--- config.mk ---
export PLATFORM = sky130hd
export DESIGN_NAME = lzfw_ctrl
export DESIGN_NICKNAME = d
export VERILOG_FILES = /design/src/design/lzss_flag_word_decompressor_assert.svh /design/src/design/lzfw_pkg.sv /design/src/design/lzfw_ctrl.sv
export SDC_FILE = /design/constraint.sdc
export NUM_CORES = 1
export LEC_CHECK = 0
export BUFFER_PORTS_ARGS = -buffer_cell sky130_fd_sc_hd__buf_2
export CORE_AREA = 5 5 42 44
export CTS_CLUSTER_DIAMETER = 120
export CTS_CLUSTER_SIZE = 28
export DETAILED_ROUTE_END_ITERATION = 6
export DIE_AREA = 0 0 47 49
export HOLD_SLACK_MARGIN = 0.02
export PLACE_DENSITY_LB_ADDON = 0.25
export SKIP_LAST_GASP = 1
export SYNTH_ARGS = -nofsm -noshare
export SYNTH_HDL_FRONTEND = slang
export SYNTH_SLANG_ARGS = --single-unit
--- constraint.sdc ---
create_clock -name clk_i -period 2.1 [get_ports clk_i]
set_input_delay 0.42 -clock clk_i [delete_from_list [all_inputs] [get_ports clk_i]]
set_output_delay 0.42 -clock clk_i [all_outputs]
set_load 0.01 [all_outputs]
--- src/design/lzss_flag_word_decompressor_assert.svh ---
// Assertion macros for the LZSS flag-word decompressor.
`ifndef LZSS_FLAG_WORD_DECOMPRESSOR_ASSERT_SVH
`define LZSS_FLAG_WORD_DECOMPRESSOR_ASSERT_SVH

// Same-cycle implication, sampled on clk_i, off while in reset.
`define LZFW_ASSERT_NOW(lbl, ante, cons, msg) \
  lbl: assert property (@(posedge clk_i) disable iff (!rst_ni) (ante) |-> (cons)) \
    else $error(msg);

// Next-cycle implication, sampled on clk_i, off while in reset.
`define LZFW_ASSERT_NEXT(lbl, ante, cons, msg) \
  lbl: assert property (@(posedge clk_i) disable iff (!rst_ni) (ante) |=> (cons)) \
    else $error(msg);

`endif

--- src/design/lzfw_pkg.sv ---
// Shared types and constants of the LZSS flag-word decompressor.
package lzfw_pkg;

  localparam int unsigned BYTE_W      = 8;
  localparam int unsigned CFG_W       = 24;
  localparam int unsigned CFG_IDX_W   = 2;
  localparam int unsigned OHB_W       = 4;
  localparam int unsigned FLAG_BITS   = 16;
  localparam int unsigned FLAG_IDX_W  = 4;
  localparam int unsigned LEN_W       = 6;
  localparam int unsigned OFFSET_W    = 17;

  localparam logic [CFG_IDX_W-1:0] REG_TOTAL_SIZE       = 2'd0;
  localparam logic [CFG_IDX_W-1:0] REG_OFFSET_HIGH_BITS = 2'd1;

  localparam logic [OHB_W-1:0] OHB_RESET = 4'd4;
  localparam logic [OHB_W-1:0] OHB_MIN   = 4'd3;
  localparam logic [OHB_W-1:0] OHB_MAX   = 4'd8;
  localparam logic [LEN_W-1:0] MIN_MATCH = 6'd3;

  typedef enum logic [2:0] {
    ST_FLAG_LO,
    ST_FLAG_HI,
    ST_BODY,
    ST_MATCH_HI,
    ST_COPY
  } lzfw_state_e;

  // Commands from the controller to the datapath.
  typedef struct packed {
    logic flag_lo;      // hold low flag byte
    logic flag_hi;      // build flag word, restart bit index
    logic literal;      // emit input byte
    logic match_lo;     // hold low match byte
    logic match_start;  // decode match, arm copy
    logic next_flag;    // advance flag bit index
    logic copy;         // run copy engine
  } lzfw_cmd_t;

  // Status from the datapath to the controller.
  typedef struct packed {
    logic rem_zero;
    logic flag_bit;
    logic flag_last;
    logic out_free;
    logic copy_done;
  } lzfw_stat_t;

endpackage

--- src/design/lzfw_ctrl.sv ---
// Controller state machine: payload phase, flag walk and copy sequencing.
module lzfw_ctrl (
  input  logic                clk_i,
  input  logic                rst_ni,
  input  logic                restart_i,
  input  logic                in_valid_i,
  output logic                in_stall_o,
  input  lzfw_pkg::lzfw_stat_t stat_i,
  output lzfw_pkg::lzfw_cmd_t  cmd_o
);
  import lzfw_pkg::*;

  lzfw_state_e state_q, state_d;
  logic        take;

  always_ff @(posedge clk_i or negedge rst_ni) begin
    if (!rst_ni) begin
      state_q <= ST_FLAG_LO;
    end else begin
      state_q <= state_d;
    end
  end

  always_comb begin
    state_d    = state_q;
    cmd_o      = '0;
    in_stall_o = (state_q == ST_COPY) || !stat_i.out_free;
    take       = in_valid_i && !in_stall_o && !stat_i.rem_zero;
    case (state_q)
      ST_FLAG_LO: begin
        if (take) begin
          cmd_o.flag_lo = 1'b1;
          state_d       = ST_FLAG_HI;
        end
      end
      ST_FLAG_HI: begin
        if (take) begin
          cmd_o.flag_hi = 1'b1;
          state_d       = ST_BODY;
        end
      end
      ST_BODY: begin
        if (take) begin
          if (stat_i.flag_bit) begin
            cmd_o.match_lo = 1'b1;
            state_d        = ST_MATCH_HI;
          end else begin
            cmd_o.literal   = 1'b1;
            cmd_o.next_flag = 1'b1;
            state_d         = stat_i.flag_last ? ST_FLAG_LO : ST_BODY;
          end
        end
      end
      ST_MATCH_HI: begin
        if (take) begin
          cmd_o.match_start = 1'b1;
          state_d           = ST_COPY;
        end
      end
      ST_COPY: begin
        cmd_o.copy = 1'b1;
        if (stat_i.copy_done) begin
          cmd_o.next_flag = 1'b1;
          state_d         = stat_i.flag_last ? ST_FLAG_LO : ST_BODY;
        end
      end
      default: begin
        state_d = ST_FLAG_LO;
      end
    endcase
    // A new stream size drops whatever phase was in progress.
    if (restart_i) begin
      state_d = ST_FLAG_LO;
    end
  end

endmodule

=== Yosys cells after proc, flatten, opt, wreduce, memory -nomap -nowiden ===
Index checks and enable logic that the tools add are counted.

* Bits in registers: 3
* Bits of input ports: 9
* Output and inout port bits: 8
* Logic and storage cells: 39

* Equal/unequal tests: 9
* Muxes and demuxes: 21
* Reductions and logical operators: 8

{| class="wikitable"
|+ Operator list
! kind !! count
|-
| 3-bit 2-to-1 mux || 6
|-
| 3-bit inequality test (second input constant) || 5
|-
| 3-bit case mux with 5 select lines || 1
|-
| 1-bit 2-to-1 mux || 9
|-
| 2-bit 2-to-1 mux || 4
|-
| 3-bit by 2-bit equality test with 1-bit output (second input constant) || 2
|-
| 5-bit AND reduction || 1
|-
| 3-bit by 1-bit equality test with 1-bit output (second input constant) || 1
|-
| 3-bit equality test (second input constant) || 1
|-
| 1-bit logical NOT || 3
|-
| 3-bit logical NOT || 1
|-
| 1-bit logical AND || 2
|-
| 1-bit case mux with 2 select lines || 1
|-
| 1-bit logical OR || 1
|}

=== Longest topological paths before layout ===
Gate-level depths: netlist (run 1).

* Depth in word-level cells: 8
* Mapped depth: 4
* Depth with buffers taken out: 4

=== Worst setup path after synthesis (run 1) ===
Ideal clock, no wire load.

* Kind: input to output
* Start: input stat_i[4] (netlist bit)
* End: output cmd_o[3] (netlist bit)
* Arrival: 1.050 ns
* Data required time: 1.680 ns
* Slack: 0.630 ns
* Cell stages on the path: 2
* Path buffers: 0
* Cells stage by stage: nand3b_4 -> nor4_1

{| class="wikitable"
|+ RTL lines
! element !! RTL line !! RTL
|-
| start, declared || lzfw_ctrl.sv:8 || <nowiki>input lzfw_pkg::lzfw_stat_t stat_i,</nowiki>
|-
| end, declared || lzfw_ctrl.sv:9 || <nowiki>output lzfw_pkg::lzfw_cmd_t cmd_o</nowiki>
|}

==> metrics.md, run 1 <==
| Metric | Value |
|---|---|
| Status | complete, no violations |
| Placer Congestion | a little under 0.7 |
| Routed WL | 701 um |
| Reg2Reg Setup Slack | approximately 0.73 ns |
| Setup violators final | 0 |
| Routed vias | 301 |
| CTS Buf Count | 3 |
| Starting density of the core | 0.2170 |
| WL/cell | roughly 11 um |
| Number of global-route vias before repair | approximately 300 |
| R2R cell count | 4 |
| Clk slew on worst S/H paths | around 0.03 ns |
| # IOs | 17 |
| Fin crit share | 0.8392 |
| Antenna Cells | 0 |
| Mapped Cells | 30 |
| RSZ-0062 raised after global routing | false |
| #FFs+latches synth | 3 |
| Number of enable flip-flop cells after synthesis | 0 |
| CTS H-tree lvls | 1 |
| Synthesis Warnings | 0 |
| Dominant cells by area after synthesis | dfrtp_1, nor2b_4, nor4_4, nand3b_4, nand2b_1 |
| Max FO, Critical Path | 11 |
| Worst min path class | input pin to register |
| Reg with most FFs | state_q |
| Post-CTS sizing | 0 |
| Max cap viols | 0 |
| Slowest CP cell | dfrtp_1 |
| Nets@finish | 60 |
| Share of the synthesized area in the top cell type | 0.2469 |
| CP required | 1.68 ns |
| Lkg Pwr | 0.2083 nW |
| Synth unique cells | 20 |
| Hold Path Sink | state_q[1]$_DFFE_PN0P_ |
| Die area | about 2300 um2 |
| Core Area | about 1400 um2 |
| Async S/R FF share, synth | 1.000 |
| Min-delay src | restart_i |
| Initial DRC Count | 4 |
| Root Buffer | clkbuf_4 |
| Clock skew | approximately 0.0028 ns |
| CTS tree | yes |
| Register area share after synthesis | 0.2469 |
| DRT Pass-1 Iters | 4 |
| Port bufs | 16 |
| Fmax | roughly 0.57 GHz |
| CTS sink cnt | 3 |
| First-pass GRT wire length | ~1.3 mm |
| Total GRT Usage | 0.07128 |
| Total grt overflow | 0 |
| Final hold vios | 0 |
| CP max stage delay | roughly 0.53 ns |
| Clock Latency Late Sink | between 0.2 and 0.25 ns |
| Pwr/cell area | between 400 and 500 nW/um2 |
| CTS Buffer Depth | 2 |
| Worst setup SP type | register |
| Row cnt | 14 |
| Worst rel slew slack | 0.6984 |
| Post-route ant nets | 0 |
| CP endpoint kind | output pin |
| Die width | between 40 and 50 um |
| Top flop regs | state_q x3 |
| Cell chain of the critical path | nor4_2 > buf_2 |
| Area leader, netlist | dfrtp_1 |
| Slew Viols, Final | 0 |
| Via density | 4.561 |
| Max reg flops | 3 |
| Post-synthesis area per instance | about 10 um2 |
| Pin count of the biggest net entering global routing | 12 |
| Netlist Area Pre-Place | a little over 300 um2 |
| Worst R2R Start | state_q[2]$_DFFE_PN0P_ |
| Total Power | 0.1975 mW |
| Fin crit period | about 1.8 ns |
| Setup CP Type | register to output pin |
| Critical path data arrival time | ~1.3 ns |
| Synth-to-Final Area Change | 42.39% |
| Hold path depth | 2 |
| Peak supply drop | roughly 280 uV |
| Die Y | about 50 um |
| Initial antenna violation count | 0 |
| Ys flop type | dfrtp_1 |
| Worst reg2reg endpoint | state_q[1]$_DFFE_PN0P_ |
| Syn_nets | 39 |
| Fraction of layout cells with a size suffix above 1 | 0.5800 |
| Least-Margin Pin Slew | ~0.45 ns |
| Residual DRC | 0 |
| Setup total negative slack | 0 ns |
## timing repair
action / in CTS / in global routing
hold buffers: 1 / 0
buffers inserted: 0 / 0
endpoints found under the hold margin: 3 / 0
## critical path: cells and delay by family (launching register included)
| kind | cells | cell delay [ns] |
|---|---|---|
| flops | 1 | 0.53 |
| simple gates | 1 | 0.40 |
| buf+inv | 1 | 0.19 |
## cells in the mapped netlist (all sizes together) (2+ instances only)
| library cell | n |
|---|---|
| nor4 | 5 |
| dfrtp | 3 |
| nand2b | 3 |
| nor3 | 3 |
| inv | 2 |
| nor2 | 2 |
| nor2b | 2 |
## per-stage QoR
stage | cell area (um2) | hold slack, ns | setup slack, ns | util | cells
6_report | 432.9 | 0.3819 | 0.3376 | 0.3089 | 66
5_1_grt | 432.9 | 0.3762 | 0.2231 | 0.3089 | 66
4_1_cts | 432.9 | 0.3734 | 0.3181 | 0.3089 | 66
3_5_place_dp | 396.6 | 0.2213 | 0.4401 | 0.2830 | 61
3_3_place_gp | 396.6 | 0.2181 | 0.4613 | 0.2830 | 61
2_1_floorplan | 304.0 | 0.1244 | 0.6295 | - | 30
## metal layers
metal,vias up,GRT usage,part of all wire
li1,155,-,-
met4,0,0.01382,0
met1,137,0.09956,0.47
met3,0,0.03690,0.094
met5,-,0,0
met2,9,0.09729,0.44
## kinds of logic (layout without fill, tap and decap cells)
kind of cell	count (synthesis)	count (layout)	synth area share
DFF	3	3	0.2469
and+or+nand+nor	19	19	0.5556
AOI/OAI and AO/OA	5	5	0.1481
buffers and inverters	3	23	0.04940
## how the worst max path moves through the flow
stage / endpoint / start / cells past startpoint / slack (ns)
floorplan: cmd_o[3] / stat_i[4] / 2 / 0.63
global placement: cmd_o[1] / stat_i[4] / 6 / 0.46
detailed placement: cmd_o[1] / stat_i[4] / 6 / 0.44
CTS: cmd_o[2] / state_q[2]$_DFFE_PN0P_ / 2 / 0.32
global route: cmd_o[1] / state_q[1]$_DFFE_PN0P_ / 5 / 0.22
finish: cmd_o[2] / state_q[2]$_DFFE_PN0P_ / 2 / 0.34
## final cells by class
| type | instances | area [um2] |
|---|---|---|
| clock buffer | 4 | 26.28 |
| fill | 156 | 968.4 |
| inverter | 2 | 7.507 |
| multi-input combinational | 24 | 214.0 |
| sequential | 3 | 75.07 |
| tap | 16 | 20.02 |
| timing repair buffer | 17 | 90.09 |
## power by group
| part | leakage (nW) | internal, mW | switching (mW) |
|---|---|---|---|
| clock network | 0.0150 | 0.0711 | 0.0278 |
| logic | 0.152 | 0.0175 | 0.0173 |
| registers | 0.0414 | 0.0599 | 0.00394 |
| total | 0.208 | 0.148 | 0.0491 |
## cells in the final DEF (no fill, tap or decap), drive strengths merged
cell	n
a21oi	1
nand3b	1
a22o	1
a221oi	1
nand2b	3
buf	16
nor2b	2
inv	2
dlygate4sd3	1
dfrtp	3
clkbuf	4
o21ba	1
nor4	5
nor3	3
nand2	1
nor2	2
nor3b	1
and3	1
a31oi	1
Note: power is estimated with default switching activity, not from simulation.
==> run 2: changes to the inputs <==
==> constraint.sdc (replaced) <==
create_clock -name clk_i -period 1.55 [get_ports clk_i]
set_input_delay 0.31 -clock clk_i [delete_from_list [all_inputs] [get_ports clk_i]]
set_output_delay 0.31 -clock clk_i [all_outputs]
set_load 0.01 [all_outputs]
==> run 2 against run 1 <==
  * The run now ends with setup timing left
  * Die area stayed put
  * Flip-flop and latch count stayed put
  * Design area is 18% higher
  * Clock skew is 0.0030 ns higher
  * Sequential share of layout area is 1.9 points lower
  * Worst hold slack worse by 0.12 ns
  * Count of clock-buffer cells in the layout stayed put
  * First-iteration DRC count is 100% lower
  * Total power is 45% higher
  * Register-to-register slack worse by 0.68 ns
  * Critical path type unchanged
  * Largest power group unchanged
==> metrics.md, run 2 (synthesis results as in run 1) <==
| Metric | Value |
|---|---|
| Fraction of layout cells with a size suffix above 1 | 0.6964 |
| Least-Margin Pin Slew | about 0.24 ns |
| Routed WL | between 800 and 900 um |
| Clock network fraction of design power | 0.485 |
| Max FO, Critical Path | 6 |
| Top layer in use | met3 |
| Psw | 0.07566 mW |
| Die width | about 47 um |
| Met1 WL | 358 um |
| Top flop regs | state_q x3 |
| Critical path data arrival time | ~1.3 ns |
| # IOs | 17 |
| Status | finished with violations |
| R2R cell count | 6 |
| Met3 WL post-DR | roughly 60 um |
| Fmax | 0.6420 GHz |
| Antenna Cells | 0 |
| Metal2 WL | ~410 um |
| Placer Congestion | between 0.6 and 0.7 |
| Share of power burned in registers | 0.304 |
| Clk slew on worst S/H paths | approximately 0.04 ns |
| Clock Latency Late Sink | between 0.2 and 0.25 ns |
| Row cnt | 14 |
| Reg with most FFs | state_q |
| CP endpoint kind | output pin |
| Total GRT Usage | 0.07123 |
| Switching Fraction | 0.2648 |
| Via density | 4.542 |
| Max reg flops | 3 |
| Fin crit period | approximately 1.6 ns |
| Worst setup margin | -0.007640 ns |
| Post-route ant nets | 0 |
| Combinational power share | 0.210 |
| Port bufs | 16 |
| CTS Buf Count | 3 |
| Worst setup SP type | register |
| Lkg Pwr | about 0.24 nW |
| Initial DRC Count | 0 |
| Slew Viols, Final | 0 |
| Root Buffer | clkbuf_4 |
| Most common cell after layout, fill and taps aside | buf_2 |
| CTS sink cnt | 3 |
| Synth-to-Final Area Change | 67.90% |
| Int Pwr | 0.2101 mW |
| Fin cells | 72 |
| Clock skew | 0.005742 ns |
| Total grt overflow | 0 |
| Pin count of the biggest net entering global routing | 11 |
| Placed Area | 396.6 um2 |
| Most frequent cells in the layout | buf_2, buf_4, nor4_1, clkbuf_4, dfrtp_2 |
| Number of global-route vias before repair | 306 |
| Pwr/cell area | roughly 560 nW/um2 |
| Final hold vios | 0 |
| RSZ-0062 raised after global routing | true |
| Starting density of the core | 0.2170 |
| DRT Pass-1 Iters | 1 |
| Setup CP Type | register to output pin |
| Hold path depth | 2 |
| Nets@finish | 66 |
| Routed vias | approximately 330 |
| WHS | approximately 0.26 ns |
| Worst min path class | input pin to register |
| Setup violators final | 1 |
| CP required | between 1 and 1.5 ns |
| CTS tree | yes |
| Peak supply drop | 245.6 uV |
| Initial antenna violation count | 0 |
| Core Area | between 1000 and 1500 um2 |
| Die area | 2303 um2 |
| Pre-CTS WS | approximately 0.11 ns |
| CTS H-tree lvls | 1 |
| Worst rel slew slack | 0.8413 |
| WL/cell | ~12 um |
| HPWL Detailed | between 500 and 600 um |
| Placed cell count | ~60 |
| Residual DRC | 0 |
| Design Area, Final | slightly above 500 um2 |
| First-pass GRT wire length | between 1 and 1.5 mm |
| Setup total negative slack | -0.007640 ns |
| Fin crit share | 1.005 |
| Die Y | roughly 50 um |
| Failing checks | setup timing |
| Max cap viols | 0 |
| CTS Buffer Depth | 2 |
==> run 2: changes by cell type in the layout (fill, tap and decap cells not counted), sizes merged <==
cell,delta
buf,+6
==> run 2: cell type report <==
cell class	instances	area [um2]
clock buffers	4	26.28
inverters	2	10.01
fillers	155	890.9
multi-input cells	24	230.2
repair buffers	23	145.1
flip-flops and latches	3	78.83
well taps	16	20.02
==> run 2: timing repair <==
action	4_1_cts	5_1_grt
hold endpoints to repair	3	0
setup endpoints to repair	8	6
hold buffers	1	0
setup buffers	1	5
pin swaps	0	2
resized for setup	5	5
==> run 2: power groups by stage <==
stage	Combinational [mW]	Clock, mW	Sequential [mW]
finish	0.0601	0.139	0.0869
global route	0.0656	0.152	0.0876
CTS	0.0501	0.145	0.0876
detailed placement	0.0463	0	0.0877
global placement	0.0460	0	0.0877
floorplan	0.0251	0	0.0865
==> run 2: through the flow <==
stage,power (mW),utilization
final,0.2857,0.3643
after global routing,0.3051,0.3643
after CTS,0.2831,0.3250
after detailed placement,0.1340,0.2830
after global placement,0.1337,0.2830
after floorplan,0.1116,-
==> run 2: path summary, 6_finish.rpt <==
kind / startpoint / end / slack, ns
hold reg to reg: state_q[2]$_DFFE_PN0P_ / state_q[0]$_DFFE_PN0P_ / 0.68
hold / removal: restart_i / state_q[0]$_DFFE_PN0P_ / 0.26
min in group asynchronous: rst_ni / state_q[2]$_DFFE_PN0P_ / 0.40
setup / recovery: state_q[2]$_DFFE_PN0P_ / in_stall_o / -0.008
max in group asynchronous: rst_ni / state_q[1]$_DFFE_PN0P_ / 1.02
setup reg to reg: state_q[1]$_DFFE_PN0P_ / state_q[1]$_DFFE_PN0P_ / 0.05
==> run 2: per-layer routing <==
metal,vias to the layer above,track usage
met4,0,0.05530
met2,9,0.09729
met3,0,0.01476
met1,153,0.09272
met5,-,0
li1,165,-
==> run 2: critical path: stages (launching register included) <==
cell	delay, ns
dfrtp_2	0.47
buf_6	0.15
and3_4	0.15
nand2b_4	0.13
buf_6	0.11
